**src/hw/rtl/cism_pkg.sv**
```systemverilog
// ---------------------------------------------------------------------------
// signature matcher package
// shared types and constants
// ---------------------------------------------------------------------------
package cism_pkg;
  localparam int PatternCount = 16;
  localparam int MaxPatternLen = 64;
  localparam int SlotW = 4;
  localparam int PosW = 6;
  localparam int LenW = 7;
  localparam int SevW = 3;
  localparam int AddrW = SlotW + PosW;

  typedef enum logic [1:0] {
    OP_SCAN = 2'd0,
    OP_END = 2'd1,
    OP_WBYTE = 2'd2,
    OP_WLEN = 2'd3
  } op_e;

  typedef enum logic [1:0] {
    ST_CLEAN = 2'd0,
    ST_FOUND = 2'd1,
    ST_EMPTY = 2'd2
  } status_e;

  typedef enum logic [2:0] {
    S_IDLE,
    S_SCAN,
    S_LAST,
    S_OUT
  } state_e;

  typedef struct packed {
    logic load_byte;
    logic load_len;
    logic start_scan;
    logic step_row;
    logic finish;
  } cmd_t;

  typedef struct packed {
    logic row_last;
  } sts_t;

  function automatic logic [7:0] fold_case(input logic [7:0] c);
    logic [7:0] r;
    r = c;
    if (c >= 8'h41 && c <= 8'h5a) r = c + 8'h20;
    return r;
  endfunction
endpackage

```
**src/hw/rtl/cism_ctrl.sv**
```systemverilog
// ---------------------------------------------------------------------------
// signature matcher controller
// sequences scan, end and load items; a scan item steps over all pattern rows
// ---------------------------------------------------------------------------
module cism_ctrl (
  input  logic clk_i,
  input  logic rst_ni,
  input  logic in_valid_i,
  input  logic [1:0] op_i,
  output logic in_stall_o,
  output logic out_valid_o,
  input  logic out_stall_i,
  output cism_pkg::cmd_t cmd_o,
  input  cism_pkg::sts_t sts_i
);
  import cism_pkg::*;
  state_e state_q, state_d;
  logic acc;

  always_ff @(posedge clk_i or negedge rst_ni) begin
    if (!rst_ni) state_q <= S_IDLE;
    else state_q <= state_d;
  end

  always_comb begin
    state_d = state_q;
    cmd_o = '0;
    in_stall_o = 1'b1;
    out_valid_o = 1'b0;
    acc = 1'b0;
    case (state_q)
      S_IDLE: begin
        in_stall_o = 1'b0;
        acc = in_valid_i;
      end
      S_SCAN: begin
        cmd_o.step_row = 1'b1;
        if (sts_i.row_last) state_d = S_LAST;
      end
      S_LAST: begin
        state_d = S_IDLE;
      end
      S_OUT: begin
        out_valid_o = 1'b1;
        if (!out_stall_i) state_d = S_IDLE;
      end
      default: state_d = S_IDLE;
    endcase
    if (acc) begin
      case (op_i)
        OP_SCAN: begin
          cmd_o.start_scan = 1'b1;
          state_d = S_SCAN;
        end
        OP_END: begin
          cmd_o.finish = 1'b1;
          state_d = S_OUT;
        end
        OP_WBYTE: cmd_o.load_byte = 1'b1;
        OP_WLEN: cmd_o.load_len = 1'b1;
        default: ;
      endcase
    end
  end
endmodule

```
**config.mk**
```make
export PLATFORM = sky130hd
export DESIGN_NAME = cism_ctrl
export DESIGN_NICKNAME = d
export VERILOG_FILES = /design/src/hw/rtl/cism_pkg.sv /design/src/hw/rtl/cism_ctrl.sv
export SDC_FILE = /design/constraint.sdc
export NUM_CORES = 1
export LEC_CHECK = 0
export BUFFER_PORTS_ARGS = -buffer_cell sky130_fd_sc_hd__buf_2
export CELL_PAD_IN_SITES_DETAIL_PLACEMENT = 1
export CELL_PAD_IN_SITES_GLOBAL_PLACEMENT = 1
export CORE_AREA = 2 2 39 41
export CTS_CLUSTER_DIAMETER = 60
export DETAILED_ROUTE_END_ITERATION = 12
export DIE_AREA = 0 0 41 43
export GPL_TIMING_DRIVEN = 0
export HOLD_SLACK_MARGIN = 0.08
export MAX_ROUTING_LAYER = met4
export PLACE_DENSITY_LB_ADDON = 0.1
export SYNTH_ARGS = -nofsm -noshare
export SYNTH_HDL_FRONTEND = slang
export SYNTH_SLANG_ARGS = --single-unit
```
**constraint.sdc**
```tcl
create_clock -name clk_i -period 1.17 [get_ports clk_i]
set_input_delay 0.234 -clock clk_i [delete_from_list [all_inputs] [get_ports clk_i]]
set_output_delay 0.234 -clock clk_i [all_outputs]
set_load 0.1 [all_outputs]
```
==> out/summary.txt <==
status = finished with violations
violated checks = negative setup slack
Cells after DPL = 51
clk sinks = 3
YS warnings = 0
Die Wd = 41 um
Top delay family on crit path = simple AND/OR/NAND/NOR gates
CP Launch Type = register
Setup Skew = 0.00585 ns
ANT cells = 0
Biggest register = state_q
GP Congestion = 0.610
max reg flops = 3
Syn Inst Count = 22
Detailed Route WL = 695 um
Critical Path Slowest Stage Cell = or4b_4
Yosys reg bits = 3
final setup fails = 9
via density per instance = 4.16
Setup CP Type = register to output pin
Die Ht = 43 um
CP cell instances = or4b_4, nor3_4, buf_12
Min Hold Slack = 0.285 ns
critical path required time = 0.94 ns
Top-Level Pins = 14
Nets = 55
First DRT Iteration DRCs = 5
period utilisation layout = 157%
post-synth top area share = 39.7%
leading area contributor after synthesis = dfrtp_1
largest net degree at the start of global routing = 6
vias in the first global route = 303
Mapped Nets = 29
critical path arrival = 1.60 ns
Seq/Total Area, Yosys = 39.7%
PnR worst setup slack = -0.666 ns
Final Max Tran Viols = 0
synth unique cells = 14
via count = 262
cell row count = 14
DP Worst Slack = -0.695 ns
RSZ-0062 raised after global routing = yes
WP buf/inv = 1
FILL cells = 166
Core Area = 1380 um2
clk_lat worst skew = 0.25 ns
First-pass DRT Iterations = 2
PortBufs = 13
Final Hold Fails = 0
TritonCTS Buffers = 3
first-pass GRT wire length = 1300 um
Synth Cell Area = 189 um2
initial core utilization = 13.7%
CP Capture Type = output pin
Root Driver = clkbuf_4
commonest non-fill, non-tap cell in the layout = buf_12
area grow syn2layout = 200%
most frequent cells in the layout = 7 x buf_12, 6 x buf_2, 6 x buf_4
power per standard cell area = 927 nW/um2
CTS tree = built
Max clock buf depth = 2
antenna viol nets, final = 0
CTS clk-pin slew, worst paths = 0.04 ns
H-tree depth = 1
Non-Filler Instances = 63
gr usage total = 11.8%
Worst path max stage delay = 0.61 ns
die area = 1760 um2
Top Registers = state_q x3
crit path max fanout = 4
initial antenna violation count = 0
syn avg cell area = 8.59 um2
post-DP HPWL = 469 um
post-route DRC violation count = 0
layout cells sized above 1 = 74.5%
worst min path class = input pin to register
Area contributors post-synth = dfrtp_1 40%, nor3_1 7.9%, or4b_4 7.3%
FMAX = 0.545 GHz
routed length per instance = 11.0 um
Max Cap Violations = 0
Peak VDD IR = 0.000337 V
LEAKAGE = 0.241 nW
total congestion overflow = 0
Fin Setup TNS = -4.07 ns
Tmin final = 1.84 ns
total power draw = 0.525 mW
[routing by layer]
metal | part of all wire, % | track usage (%)
met1 | 35 | 11.4
met2 | 57 | 18.8
met4 | 2.6 | 8.00
met5 | 0 | -
met3 | 4.9 | 3.66
[report_power, final]
group / total, mW / switching, mW / internal [mW]
Clock: 0.197 / 0.0686 / 0.129
Combinational: 0.214 / 0.125 / 0.0884
Sequential: 0.114 / 0.00386 / 0.110
Total: 0.525 / 0.198 / 0.328
[Yosys cell counts]
cell type,instances
o22ai_1,1
or3_1,1
nand2b_1,1
nand3b_1,1
inv_1,3
or4b_4,1
and2b_1,1
mux2i_1,1
conb_1,1
nor2_1,3
dfrtp_1,3
nor3_1,3
o32ai_1,1
nor2b_1,1
[cell type report]
cell class / count / area [um2] / area share [%]
Inverter: 3 / 11.3 / 1.99
Timing Repair Buffer: 21 / 236 / 41.7
Multi-Input combinational cell: 16 / 196 / 34.7
Tap cell: 16 / 20.0 / 3.53
Clock buffer: 4 / 26.3 / 4.64
Sequential cell: 3 / 76.3 / 13.5
[cells by family after synthesis]
group	after synthesis	share of synthesized area, %
DFF	3	39.7
and+or+nand+nor	12	39.1
other	1	1.98
AOI/OAI and AO/OA	2	7.95
buffers and inverters	3	5.96
muxes	1	5.30
[path summary, 6_finish.rpt]
kind                            slack, ns                  from  cells after the start                    to
worst max-delay path                -0.67  state_q[0]$_DFF_PN0_                      3              cmd_o[2]
worst min-delay path                 0.29               op_i[1]                      2  state_q[0]$_DFF_PN0_
worst max register to register      -0.19  state_q[0]$_DFF_PN0_                      3  state_q[0]$_DFF_PN0_
worst min register to register       0.65  state_q[1]$_DFF_PN0_                      2  state_q[1]$_DFF_PN0_
max in group asynchronous            0.75                rst_ni                      2  state_q[1]$_DFF_PN0_
min in group asynchronous            0.30                rst_ni                      2  state_q[1]$_DFF_PN0_
[per-stage QoR]
stage | area (um2) | utilization [%]
3_3_place_gp | 334 | 24.1
6_report | 567 | 41.0
3_5_place_dp | 334 | 24.1
5_1_grt | 567 | 41.0
2_1_floorplan | 249 | -
4_1_cts | 559 | 40.4
[repair_timing]
item / in CTS / in global routing
resized for setup: 35 / 0
setup buffers: 6 / 2
setup endpoints to repair: 9 / 9
endpoints found under the hold margin: 3 / 0
hold buffers: 1 / 0
pin swaps: 3 / 3
No activity file was read; power rests on OpenSTA's default activity.
